**src/sv/baseband_link_arq_defines.svh**
```systemverilog
// Assertion macros shared by the link ARQ RTL.
// Included by the modules that check their own logic; empty under SYNTHESIS.
`ifndef BASEBAND_LINK_ARQ_DEFINES_SVH
`define BASEBAND_LINK_ARQ_DEFINES_SVH

`ifndef SYNTHESIS
`define BBARQ_ASSERT(lbl, prop, msg) \
	lbl: assert property (@(posedge clk) disable iff (!arst_n) prop) else $error(msg);
`define BBARQ_ASSERT_NEXT(lbl, ante, cons, msg) \
	lbl: assert property (@(posedge clk) disable iff (!arst_n) (ante) |=> (cons)) \
		else $error(msg);
`else
`define BBARQ_ASSERT(lbl, prop, msg)
`define BBARQ_ASSERT_NEXT(lbl, ante, cons, msg)
`endif

`endif

```
**src/sv/bbarq_pkg.sv**
```systemverilog
// Types and constants for the baseband link ARQ block.
// No dependencies; used by bbarq_engine and baseband_link_arq.
`timescale 1ns / 1ps

package bbarq_pkg;

	localparam int CLOCK_BITS = 28;
	localparam int TICK_BITS  = 24;

	localparam logic [1:0] CMD_RX    = 2'd0;
	localparam logic [1:0] CMD_TX    = 2'd1;
	localparam logic [1:0] CMD_START = 2'd2;

	localparam logic [1:0] KIND_DATA = 2'd0;
	localparam logic [1:0] KIND_POLL = 2'd1;
	localparam logic [1:0] KIND_NULL = 2'd2;

	localparam logic [1:0] ST_NONE    = 2'd0;
	localparam logic [1:0] ST_TX      = 2'd1;
	localparam logic [1:0] ST_TIMEOUT = 2'd2;

	localparam logic [1:0] REG_MASTER_ROLE = 2'd0;
	localparam logic [1:0] REG_OWN_LT_ADDR = 2'd1;
	localparam logic [1:0] REG_SUPERVISION = 2'd2;

	localparam logic [TICK_BITS-1:0] SUPERVISION_RESET = TICK_BITS'(3200);

	typedef struct packed {
		logic                  master_role;
		logic [2:0]            own_lt_addr;
		logic [TICK_BITS-1:0]  supervision_ticks;
	} cfg_t;

	typedef struct packed {
		logic [1:0]            command;
		logic [CLOCK_BITS-1:0] now_clock;
		logic                  has_header;
		logic                  has_crc;
		logic                  crc_good;
		logic [2:0]            rx_lt_addr;
		logic                  rx_arqn;
		logic                  rx_seqn;
		logic                  rx_is_poll;
		logic                  queue_has_packet;
	} item_t;

	typedef struct packed {
		logic [1:0] rx_status;
		logic       deliver_payload;
		logic       connected_event;
		logic       release_tx;
		logic       take_from_queue;
		logic [1:0] tx_kind;
		logic       tx_arqn;
		logic       tx_seqn;
	} result_t;

	typedef struct packed {
		logic                  local_seq;
		logic                  remote_seq;
		logic                  ack_pending;
		logic                  link_up;
		logic                  tx_in_flight;
		logic [CLOCK_BITS-1:0] last_rx_clock;
	} link_t;

	localparam link_t LINK_RESET = '{
		local_seq:     1'b1,
		remote_seq:    1'b1,
		ack_pending:   1'b0,
		link_up:       1'b0,
		tx_in_flight:  1'b0,
		last_rx_clock: '0
	};

endpackage

```
**src/sv/bbarq_engine.sv**
```systemverilog
// Link state and per-command ARQ decision logic.
// Depends on bbarq_pkg and baseband_link_arq_defines.svh.
`timescale 1ns / 1ps
`include "baseband_link_arq_defines.svh"

module bbarq_engine (
	input  logic              clk,
	input  logic              arst_n,
	input  bbarq_pkg::cfg_t    cfg,
	input  bbarq_pkg::item_t   item,
	input  logic              fire,
	output bbarq_pkg::result_t result
);
	import bbarq_pkg::*;

	link_t                 state_q;
	link_t                 state_d;
	logic [CLOCK_BITS-1:0] elapsed;
	logic                  timeout;
	logic                  addr_ok;

	assign elapsed = item.now_clock - state_q.last_rx_clock;
	assign timeout = elapsed > CLOCK_BITS'(cfg.supervision_ticks);
	assign addr_ok = cfg.master_role || (item.rx_lt_addr == cfg.own_lt_addr);

	always_comb begin
		state_d = state_q;
		result  = '0;
		case (item.command)
			CMD_RX: begin
				result.rx_status = cfg.master_role ? ST_TX : ST_NONE;
				if (!item.has_header) begin
					if (timeout) begin
						result.rx_status = ST_TIMEOUT;
					end
				end else begin
					if (!state_q.link_up) begin
						state_d.link_up        = 1'b1;
						result.connected_event = 1'b1;
					end
					state_d.last_rx_clock = item.now_clock;
					if (addr_ok) begin
						if (item.rx_arqn && state_q.tx_in_flight) begin
							state_d.tx_in_flight = 1'b0;
							state_d.local_seq    = ~state_q.local_seq;
							result.release_tx    = 1'b1;
						end
						if (item.has_crc) begin
							if (item.rx_seqn != state_q.remote_seq) begin
								state_d.ack_pending = 1'b1;
							end else if (item.crc_good) begin
								result.deliver_payload = 1'b1;
								state_d.remote_seq     = ~state_q.remote_seq;
								state_d.ack_pending    = 1'b1;
							end
						end
						if (cfg.master_role || item.rx_is_poll || state_d.ack_pending) begin
							result.rx_status = ST_TX;
						end
					end
				end
			end
			CMD_TX: begin
				if (!state_q.tx_in_flight && item.queue_has_packet) begin
					state_d.tx_in_flight   = 1'b1;
					result.take_from_queue = 1'b1;
				end
				if (state_d.tx_in_flight) begin
					result.tx_kind = KIND_DATA;
				end else begin
					result.tx_kind = cfg.master_role ? KIND_POLL : KIND_NULL;
				end
				result.tx_arqn      = state_q.ack_pending;
				result.tx_seqn      = state_q.local_seq;
				state_d.ack_pending = 1'b0;
			end
			CMD_START: begin
				state_d               = LINK_RESET;
				state_d.last_rx_clock = item.now_clock;
			end
			default: begin
			end
		endcase
	end

	always_ff @(posedge clk or negedge arst_n) begin
		if (!arst_n) begin
			state_q <= LINK_RESET;
		end else if (fire) begin
			state_q <= state_d;
		end
	end

	`BBARQ_ASSERT(a_release_needs_flight, fire && result.release_tx |-> state_q.tx_in_flight,
		"release without packet in flight")
	`BBARQ_ASSERT_NEXT(a_take_sets_flight, fire && result.take_from_queue,
		state_q.tx_in_flight, "dequeue did not mark packet in flight")
	`BBARQ_ASSERT_NEXT(a_deliver_sets_ack, fire && result.deliver_payload,
		state_q.ack_pending, "delivered packet left no pending ack")
	`BBARQ_ASSERT_NEXT(a_start_clears, fire && item.command == CMD_START,
		!state_q.link_up && !state_q.tx_in_flight && state_q.local_seq && state_q.remote_seq,
		"start did not clear link state")

endmodule

```
**src/sv/baseband_link_arq.sv**
```systemverilog
// Path: from input transfer to result transfer via the input register, then the result register.
// Throughput: one command per cycle unless the output stalls; the link state updates once per command.
// Stalls: ready drops only when both the input and result registers hold unaccepted data.
// Reset: arst_n clears the link state, config registers (supervision 3200 ticks) and valids.
// Top level: stream handshake, config registers; depends on bbarq_pkg and bbarq_engine.
`timescale 1ns / 1ps
`include "baseband_link_arq_defines.svh"

module baseband_link_arq (
	input  logic        clk,
	input  logic        arst_n,
	input  logic        s_axis_tvalid,
	output logic        s_axis_tready,
	// [27:0] now_clock, [28] has_header, [29] has_crc, [30] crc_good,
	// [33:31] rx_lt_addr, [34] rx_arqn, [35] rx_seqn, [36] rx_is_poll,
	// [37] queue_has_packet, [39:38] zero
	input  logic [39:0] s_axis_tdata,
	// [1:0] command
	input  logic [1:0]  s_axis_tuser,
	output logic        m_axis_tvalid,
	input  logic        m_axis_tready,
	// [1:0] rx_status, [2] deliver_payload, [3] connected_event, [4] release_tx,
	// [5] take_from_queue, [6] tx_arqn, [7] tx_seqn
	output logic [7:0]  m_axis_tdata,
	// [1:0] tx_kind
	output logic [1:0]  m_axis_tuser,
	input  logic        cfg_valid,
	output logic        cfg_ready,
	input  logic [1:0]  cfg_index,
	input  logic [23:0] cfg_data
);
	import bbarq_pkg::*;

	cfg_t    cfg_q;
	item_t   item_s1;
	logic    valid_s1;
	logic    out_valid_q;
	result_t result;
	result_t out_q;
	logic    advance;
	logic    s_fire;

	assign cfg_ready     = 1'b1;
	assign advance       = valid_s1 && (!out_valid_q || m_axis_tready);
	assign s_axis_tready = !valid_s1 || advance;
	assign s_fire        = s_axis_tvalid && s_axis_tready;

	always_ff @(posedge clk or negedge arst_n) begin
		if (!arst_n) begin
			cfg_q.master_role       <= 1'b0;
			cfg_q.own_lt_addr       <= 3'd0;
			cfg_q.supervision_ticks <= SUPERVISION_RESET;
		end else if (cfg_valid) begin
			case (cfg_index)
				REG_MASTER_ROLE: cfg_q.master_role       <= cfg_data[0];
				REG_OWN_LT_ADDR: cfg_q.own_lt_addr       <= cfg_data[2:0];
				REG_SUPERVISION: cfg_q.supervision_ticks <= cfg_data[TICK_BITS-1:0];
				default: begin
				end
			endcase
		end
	end

	always_ff @(posedge clk or negedge arst_n) begin
		if (!arst_n) begin
			valid_s1    <= 1'b0;
			out_valid_q <= 1'b0;
		end else begin
			if (s_axis_tready) begin
				valid_s1 <= s_axis_tvalid;
			end
			if (advance) begin
				out_valid_q <= 1'b1;
			end else if (m_axis_tready) begin
				out_valid_q <= 1'b0;
			end
		end
	end

	always_ff @(posedge clk) begin
		if (s_fire) begin
			item_s1.command          <= s_axis_tuser;
			item_s1.now_clock        <= s_axis_tdata[CLOCK_BITS-1:0];
			item_s1.has_header       <= s_axis_tdata[28];
			item_s1.has_crc          <= s_axis_tdata[29];
			item_s1.crc_good         <= s_axis_tdata[30];
			item_s1.rx_lt_addr       <= s_axis_tdata[33:31];
			item_s1.rx_arqn          <= s_axis_tdata[34];
			item_s1.rx_seqn          <= s_axis_tdata[35];
			item_s1.rx_is_poll       <= s_axis_tdata[36];
			item_s1.queue_has_packet <= s_axis_tdata[37];
		end
		if (advance) begin
			out_q <= result;
		end
	end

	bbarq_engine u_engine (
		.clk    (clk),
		.arst_n (arst_n),
		.cfg    (cfg_q),
		.item   (item_s1),
		.fire   (advance),
		.result (result)
	);

	assign m_axis_tvalid = out_valid_q;
	assign m_axis_tdata  = {out_q.tx_seqn, out_q.tx_arqn, out_q.take_from_queue,
		out_q.release_tx, out_q.connected_event, out_q.deliver_payload, out_q.rx_status};
	assign m_axis_tuser  = out_q.tx_kind;

	`BBARQ_ASSERT_NEXT(a_stalled_item_kept, valid_s1 && out_valid_q && !m_axis_tready,
		valid_s1 && $stable(item_s1), "stalled command lost or changed")
	`BBARQ_ASSERT(a_no_overrun, s_fire |-> !valid_s1 || advance,
		"input taken over a held command")

endmodule
```
**config.mk**
```make
export PLATFORM = sky130hd
export DESIGN_NAME = baseband_link_arq
export DESIGN_NICKNAME = d
export VERILOG_FILES = /design/src/sv/bbarq_pkg.sv /design/src/sv/bbarq_engine.sv /design/src/sv/baseband_link_arq.sv
export VERILOG_INCLUDE_DIRS = /design/src /design/src/sv
export SDC_FILE = /design/constraint.sdc
export NUM_CORES = 1
export LEC_CHECK = 0
export ABC_AREA = 1
export BUFFER_PORTS_ARGS = -buffer_cell sky130_fd_sc_hd__buf_2
export CORE_UTILIZATION = 50
export CTS_BUF_LIST = sky130_fd_sc_hd__clkbuf_2
export CTS_CLUSTER_DIAMETER = 120
export CTS_CLUSTER_SIZE = 10
export DETAILED_ROUTE_END_ITERATION = 7
export PLACE_DENSITY = 0.71
export SLEW_MARGIN = 0
export SYNTH_ARGS = -nofsm -noshare
export SYNTH_HDL_FRONTEND = slang
export SYNTH_SLANG_ARGS = --single-unit
```
**constraint.sdc**
```tcl
create_clock -name clk -period 9.1 [get_ports clk]
set_input_delay 1.82 -clock clk [delete_from_list [all_inputs] [get_ports clk]]
set_output_delay 1.82 -clock clk [all_outputs]
set_load 0.02 [all_outputs]
```
# ---- Word-level counts from Yosys, hierarchy flattened
# Cells that the tools add are included.
dict set report word_totals {
  register_bits 113
  output_inout_bits 13
}
dict set report op_classes {
  addsub 1
  magnitude_cmp 1
  n_eq_ne 12
  mux 33
  bitwise 7
  reduce_logical 31
}
# op n
set ops {}
lappend ops {{$pmux W28 S2} 1}
lappend ops {{$mux W33} 1}
lappend ops {{$gt A28 B24 Y1} 1}
lappend ops {{$sub A28 B28 Y28} 1}
lappend ops {{$mux W2} 9}
lappend ops {{$mux W1} 16}
lappend ops {{$reduce_and A5 Y1} 2}
lappend ops {{$ne A2 B2 Y1 const B} 4}
lappend ops {{$reduce_and A2 Y1} 4}
lappend ops {{$not A1 Y1} 7}
lappend ops {{$reduce_and A7 Y1} 1}
lappend ops {{$mux W3} 2}
lappend ops {{$reduce_and A3 Y1} 2}
lappend ops {{$reduce_bool A2 Y1} 3}
lappend ops {{$logic_or A1 B1 Y1} 5}
lappend ops {{$reduce_or A5 Y1} 1}
lappend ops {{$eq A2 B1 Y1 const B} 2}
lappend ops {{$eq A2 B2 Y1 const B} 2}
lappend ops {{$logic_and A1 B1 Y1} 4}
lappend ops {{$logic_not A2 Y1} 2}
lappend ops {{$ne A2 B1 Y1 const B} 2}
lappend ops {{$pmux W1 S2} 2}
lappend ops {{$pmux W2 S2} 1}
lappend ops {{$reduce_and A4 Y1} 1}
lappend ops {{6 further kinds} 9}

# ---- Longest topological paths before layout
# Gate-level depths: netlist of the first run.
dict set report logic_depth {
  word_depth 11
  mapped_depth 24
}

# ---- Cells and area by module
# Synthesis of the first run repeated with hierarchy kept, for this count alone.
dict set report unflattened {
  cells_unflattened 799
  hier_area_um2 6652.6
}
# mod n_inst cells_each area_per_inst_um2 seq_area_each_um2
set modules_own_cells {}
lappend modules_own_cells {bbarq_engine 1 608 3862.5 828.3}
lappend modules_own_cells {baseband_link_arq 1 191 2790.2 2255.9}

# ---- Least setup slack after synthesis of the first run
# OpenSTA, ideal clock, no wires.
dict set report synth_timing {
  kind {input to output}
  from {input m_axis_tready}
  to {output s_axis_tready}
  arrival_time_ps 2093
  required_ps 7280
  setup_slack_ps 5187
  path_stages 2
  path_buffers 0
  path_cell_list {inv_1 nand3_1}
}
dict set report synth_via {
  elab_chain_len 3
}
# element line
set synth_rtl {}
lappend synth_rtl {{start, declared} baseband_link_arq.sv:21} ;# input logic m_axis_tready,
lappend synth_rtl {{$logic_or A1 B1 Y1} baseband_link_arq.sv:44} ;# assign advance = valid_s1 && (!out_valid_q || m_axis_tready);
lappend synth_rtl {{$logic_and A1 B1 Y1} baseband_link_arq.sv:44}
lappend synth_rtl {{$logic_or A1 B1 Y1} baseband_link_arq.sv:45} ;# assign s_axis_tready = !valid_s1 || advance;
lappend synth_rtl {{end, declared} baseband_link_arq.sv:13} ;# output logic s_axis_tready,
# No other way between the ends.

# ---- Worst setup path in the final report of the first run
# Same ends and word-level chain as after synthesis.

==> run_results.csv, run 1 <==
group,metric,value,unit
outcome,status,"finished clean",
finish,postLayoutCoreUtil,0.578,
worst_setup_path,critPathRequiredTime,7.28,ns
min_path,hp-class,"flop to flop",
logic_synthesis,ys_ff_latch,113,
place,gp_congestion,0.833,
global_routing,overflow,0,
logic_synthesis,syn-cell-area,0.00645,sq mm
pwr,p_leak,3.77,nW
clock_tree,cts.clk_slew.worst_paths,0.16,ns
route,drc,0,
global_routing,grt_pass1_vias,4984,
global_routing,track_usage,0.218,
logic_synthesis,yosys_warnings,0,
clock_tree,clock_sinks,113,
min_path,hp-start,"cfg_q[7]",
floorplanning,start_util,0.511,
timing,rsz0062_at_grt,"no",
worst_setup_path,crit_start,"m_axis_tready",
pwr,finalPower,1.85,mW
timing,fin_skew,0.0202,ns
floorplanning,die_w,116,um
worst_setup_path,cp_slowest_cell,"buf_2",
timing,drv_slew,0,
finish,drive_above_1_share,0.176,
worst_setup_path,end_kind,"output port",
logic_synthesis,syn_inst,747,
floorplanning,coreArea,0.0126,sq mm
route,first_iter_violations,169,
logic_synthesis,avgSynthCellArea,8.63,sq um
timing,fin_crit,4.12,ns
floorplanning,dieArea,0.0134,sq mm
worst_setup_path,startpoint_type,"input pin",
clock_tree,clockBufferDepth,2,
floorplanning,placement_rows,41,
worst_setup_path,crit_top_cell,"buf_2",
timing,max_slew_margin,0.442,
timing,worst_pin_slew,0.837,ns
timing,tns,0,ns
route,avgRoutedWirePerCell,12.7,um
clock_tree,cts_tree,"built",
timing,fin_ws,4.98,ns
logic_synthesis,yosys-top-cells-area,"edfxtp_1 (23%), dfrtp_1 (23%), ha_1 (11%), nand2_1 (8.5%), a21oi_1 (6.6%)",
global_routing,grt_first_pass_wirelength,22000,um
worst_setup_path,rr_startpoint,"item_s1[10]",
logic_synthesis,synth_edf_count,50,
timing,finalHoldViolations,0,
logic_synthesis,seq_area_frac_synth,0.478,
pwr,vdd_drop_max,0.000137,V
clock_tree,cts.root.buffer_cell,"clkbuf_2",
timing,holdWs,0.510,ns
pwr,pwr_density_cell,254,mW/mm^2
worst_setup_path,ff2ff_path_depth,20,
min_path,min_path_cells,2,
logic_synthesis,async_flop_share,0.558,
floorplanning,io_pins,86,
logic_synthesis,syn-num-nets,876,
logic_synthesis,synth.distinct_cells,38,
place,hpwl,10100,um
route,drt_wl_total,13100,um
timing,setup_viol,0,
clock_tree,cts_resized,0,
route,drtAntennaViolNets,0,
finish,nets,970,
worst_setup_path,arrival,2.30,ns
timing,fmax,0.243,GHz
clock_tree,htreeDepth,4,
finish,areaGrowthSynthToFinish,13.1,%
worst_setup_path,critPathKind,"input pin to output port",
place,dp_worst_setup_slack,4.98,ns
logic_synthesis,synth.largest_area_cell,"edfxtp_1",
clock_tree,postCtsSetupRepairBufs,0,
logic_synthesis,synth_ff_type,"dfrtp_1",
clock_tree,cts_hold_buf,0,
clock_tree,numCtsBuffers,17,
worst_setup_path,crit_chain,"buf_2 -> inv_1 -> nand3_1 -> buf_2",
place,portBuffers,82,
route,via_count,5059,
clock_tree,clk-insertion-delay-late,0.70,ns
floorplanning,fp.dieH,116,um
flow_run,drv_cap,0,
worst_setup_path,max_stage_delay,0.18,ns
timing,timing.final.crit_share,0.453,
route,via_per_inst,4.93,
logic_synthesis,synth.top_cell.area_share,0.233,
global_routing,grt_start_max_net_pins,64,
global_routing,antenna_found_initial,0,
route,first_pass_iters,5,
worst_setup_path,path_max_fanout,3,
-- area by class of cell --
cell class                      instances  area (sq um)
Antenna cell                            1          2.50
Clock buffer                           18          90.1
Clock inverter                         14           140
Fill cell                            1191          5330
Inverter                              112           420
Multi-Input combinational cell        510          2890
Sequential cell                       113          3080
Tap cell                              172           215
Timing Repair Buffer                   87           448
-- cell usage after synthesis (all sizes together) (2+ instances only) --
cell    count
nor2      102
inv       112
nand2     154
ha         55
nand4       5
nand3      36
o21ai      20
edfxtp     50
dfstp       5
a21o        5
a31oi       2
xor2       11
o21a        3
a21oi      86
clkbuf      6
xnor2      16
dfrtp      58
buf         6
o21bai      5
-- cell usage in the layout (no fill, tap or decap), drive strengths merged --
cell type  instances
a211oi             1
a21o               5
a21oi             86
a31oi              2
and2               1
buf               87
bufinv             2
clkbuf            18
clkinv             6
clkinvlp           4
conb               1
dfrtp             58
dfstp              5
diode              1
edfxtp            50
fa                 1
ha                55
inv              114
mux2               1
nand2            154
nand3             36
nand3b             1
nand4              5
nor2             102
nor3               1
o211ai             1
o21a               3
o21ai             20
o21bai             5
o31ai              1
or2                1
xnor2             16
xor2              11
-- power breakdown --
part | switching [mW] | leakage, nW | internal [mW]
Clock | 0.200 | 0.134 | 0.126
Sequential | 0.0357 | 1.18 | 0.632
Combinational | 0.528 | 2.45 | 0.331
Total | 0.763 | 3.77 | 1.09
-- registers in the layout (all words and copies together) (netlist names) --
register,flops
item_s1,40
u_engine.state_q,33
cfg_q,28
m_axis_tdata,8
m_axis_tuser,2
m_axis_tvalid,1
valid_s1,1
-- per-stage QoR --
| stage | cells | area, sq um |
|---|---|---|
| 2_1_floorplan | 747 | 6450 |
| 3_3_place_gp | 994 | 7060 |
| 3_5_place_dp | 994 | 7060 |
| 4_1_cts | 1026 | 7290 |
| 5_1_grt | 1026 | 7290 |
| 6_report | 1027 | 7290 |
-- path summary, 6_finish.rpt --
| kind | to | slack (ns) |
|---|---|---|
| setup reg to reg | m_axis_tdata[1] | 5.56 |
| max in group asynchronous | u_engine.state_q[23] | 7.27 |
| hold reg to reg | cfg_q[7] | 0.51 |
| hold / removal | cfg_q[7] | 0.51 |
| min in group asynchronous | cfg_q[4] | 1.29 |
| setup / recovery | s_axis_tready | 4.98 |
-- kinds of logic after synthesis --
logic type,Yosys count,synth area share
and+or+nand+nor,301,0.195
AOI/OAI and AO/OA,124,0.105
buffers and inverters,124,0.0735
DFF,113,0.478
adders and majority gates,56,0.110
xor gates and xnor gates,27,0.0367
other,1,0.000582
muxes,1,0.00175
-- critical path: cells and delay by family --
kind / cells / cell delay (ns)
AND/OR/NAND/NOR: 1 / 0.12
buffers and inverters: 3 / 0.35
-- metal layers --
| metal | global-route usage | routed length [um] |
|---|---|---|
| met4 | 0.0788 | 202 |
| met1 | 0.283 | 6360 |
| met2 | 0.357 | 5940 |
| met5 | 0 | 0 |
| met3 | 0.0523 | 578 |
No activity file was read; power rests on OpenSTA's default activity.
==> inputs of run 2 (changes only) <==
Clock period 9.1 ns to 3.8 ns, I/O delays scaled along.
==> run 2 against run 1 <==
Clock power rose to 2.6 times the previous value. Sequential power rose by 140%. Clock skew barely moved. Clock-buffer cell count did not move. First-iteration DRC count fell by 7.1%. Worst hold slack got worse by 0.31 ns. Core utilization rose by 0.44 points. Critical path type is now flop to flop. Die area did not move. Register-to-register slack got worse by 5.2 ns. Wire length rose by 1.5%. Worst setup slack got worse by 4.6 ns. Largest power group unchanged.
==> run_results.csv, run 2 (same netlist as run 1, synthesis figures left out) <==
group,metric,value,unit
finish,mostFrequentLayoutCell,"nand2_1",
pwr,pwr_density_cell,615,mW/mm^2
clock_tree,cts.root.buffer_cell,"clkbuf_2",
route,via_per_inst,4.86,
worst_setup_path,path_max_fanout,4,
place,portBuffers,82,
timing,rsz0062_at_grt,"no",
place,hpwl,10500,um
global_routing,grt_pass1_vias,4873,
worst_setup_path,critPathKind,"flop to flop",
clock_tree,cts_tree,"built",
finish,drive_above_1_share,0.176,
finish,areaGrowthSynthToFinish,13.9,%
floorplanning,start_util,0.511,
min_path,hp-class,"input pin to flop",
place,gp_congestion,0.848,
timing,max_slew_margin,0.493,
finish,largest_register,"item_s1",
finish,postLayoutCoreUtil,0.582,
timing,timing.final.crit_share,0.911,
route,first_pass_iters,4,
finish,largest_register_ffs,40,
timing,fin_crit,3.46,ns
global_routing,antenna_found_initial,1,
finish,reg_top3,"item_s1 x40, u_engine.state_q x33, cfg_q x28",
route,first_iter_violations,157,
global_routing,grt_start_max_net_pins,49,
pwr,p_leak,3.79,nW
timing,worst_pin_slew,0.758,ns
worst_setup_path,cp_slowest_cell,"fa_1",
worst_setup_path,max_stage_delay,0.49,ns
worst_setup_path,rr_endpoint,"m_axis_tdata[1]",
floorplanning,io_pins,86,
worst_setup_path,startpoint_type,"flop",
min_path,hp-start,"s_axis_tdata[5]",
floorplanning,die_w,116,um
global_routing,grt_first_pass_wirelength,22200,um
finish,nets,972,
worst_setup_path,critPathRequiredTime,4.28,ns
floorplanning,placement_rows,41,
worst_setup_path,ff2ff_path_depth,20,
flow_run,drv_cap,0,
min_path,hold_path_end,"item_s1[15]",
worst_setup_path,rr_startpoint,"item_s1[10]",
pwr,vdd_drop_max,0.000277,V
outcome,status,"finished clean",
route,drt_wl_total,13300,um
floorplanning,coreArea,0.0126,sq mm
timing,setup_viol,0,
floorplanning,dieArea,0.0134,sq mm
route,drtAntennaViolNets,0,
clock_tree,clockBufferDepth,2,
clock_tree,clk-insertion-delay-late,0.72,ns
route,via_count,4996,
clock_tree,cts.clk_slew.worst_paths,0.18,ns
worst_setup_path,arrival,3.94,ns
clock_tree,htreeDepth,4,
worst_setup_path,crit_top_cell,"nand3_1",
worst_setup_path,path_buf_inv,2,
timing,drv_slew,0,
timing,fin_skew,0.0202,ns
clock_tree,numCtsBuffers,17,
floorplanning,fp.dieH,116,um
timing,fmax,0.289,GHz
clock_tree,clock_sinks,113,
global_routing,track_usage,0.219,
timing,finalHoldViolations,0,
worst_setup_path,critPathTopFamily,"simple AND/OR/NAND/NOR gates",
worst_setup_path,rrSetupSlack,0.34,ns
min_path,min_path_cells,1,
worst_setup_path,crit_chain,"inv_1 -> ha_1 -> inv_1 -> fa_1 -> nand3_1 -> nand3_1 -> nand4_1 -> nand2_1 -> a31oi_2 -> nor2_1 -> nor2_1 -> xnor2_1 -> ha_1 -> nand3_1 -> nor3_1 -> nand3_1 -> nand2_1 -> nand2_1 -> nor2_2 -> a21oi_1",
route,avgRoutedWirePerCell,12.9,um
worst_setup_path,end_kind,"flop",
finish,mostFrequentLayoutCells,"nand2_1 (146), inv_1 (109), nor2_1 (95), a21oi_1 (85), buf_2 (82)",
route,drc,0,
timing,tns,0,ns
global_routing,overflow,0,
run 2: cell types whose count changed in the layout (fill, tap and decap cells not counted), sizes merged:
cell and delta:
bufinv +1, dlygate4sd3 +1, inv -1, buf +1
run 2: stage by stage:
step	std cells	power, mW	instance area [sq um]	hold slack [ns]	worst slack (ns)
2_1_floorplan	747	3.17	6450	0.447	0.835
3_3_place_gp	995	3.62	7080	0.459	0.366
3_5_place_dp	995	3.71	7080	0.479	0.348
4_1_cts	1028	4.58	7340	0.126	0.318
5_1_grt	1029	4.93	7340	0.141	0.0221
6_report	1029	4.52	7340	0.200	0.339
run 2: area by class of cell:
cell class,count,area (sq um)
antenna,1,2.50
clock buffer,18,90.1
clock inverter,14,165
fill,1183,5280
inverter,112,420
multi-input combinational,510,2890
sequential,113,3080
tap,172,215
timing repair buffer,89,478
run 2: metal layers:
metal,GRT usage,part of all wire,vias up
li1,-,-,2623
met1,0.289,0.49,2252
met2,0.355,0.45,102
met3,0.0471,0.042,19
met4,0.0840,0.017,0
met5,0,0,-
run 2: timing repair:
| action | in CTS | in global routing |
|---|---|---|
| hold endpoints to repair | 11 | 0 |
| resized for setup | 0 | 0 |
| setup buffers | 0 | 0 |
| hold buffers | 1 | 0 |
run 2: worst max-delay path by stage:
| stage | startpoint | endpoint | slack (ns) | cells after the start |
|---|---|---|---|---|
| 2_1_floorplan | item_s1[10] | m_axis_tdata[0] | 0.83 | 22 |
| 4_1_cts | item_s1[10] | m_axis_tdata[1] | 0.32 | 20 |
| 5_1_grt | item_s1[10] | m_axis_tdata[1] | 0.02 | 20 |
| 3_5_place_dp | item_s1[10] | m_axis_tdata[1] | 0.35 | 20 |
| 6_report | item_s1[10] | m_axis_tdata[1] | 0.34 | 20 |
| 3_3_place_gp | item_s1[10] | m_axis_tdata[1] | 0.37 | 20 |
run 2: power breakdown:
group	leakage, nW	internal (mW)	total [mW]	switching, mW
registers	1.18	1.51	1.60	0.0875
logic	2.47	0.799	2.07	1.27
clock network	0.144	0.367	0.853	0.487
total	3.79	2.68	4.52	1.84
run 2: worst register-to-register path, cell delays in order (launching register included):
cell and delay (ns):
edfxtp_1 0.39, inv_1 0.07, ha_1 0.14, inv_1 0.08, fa_1 0.49, nand3_1 0.11
nand3_1 0.15, nand4_1 0.13, nand2_1 0.13, a31oi_2 0.20, nor2_1 0.06, nor2_1 0.11
xnor2_1 0.08, ha_1 0.27, nand3_1 0.10, nor3_1 0.24, nand3_1 0.10, nand2_1 0.12
nand2_1 0.07, nor2_2 0.13, a21oi_1 0.08
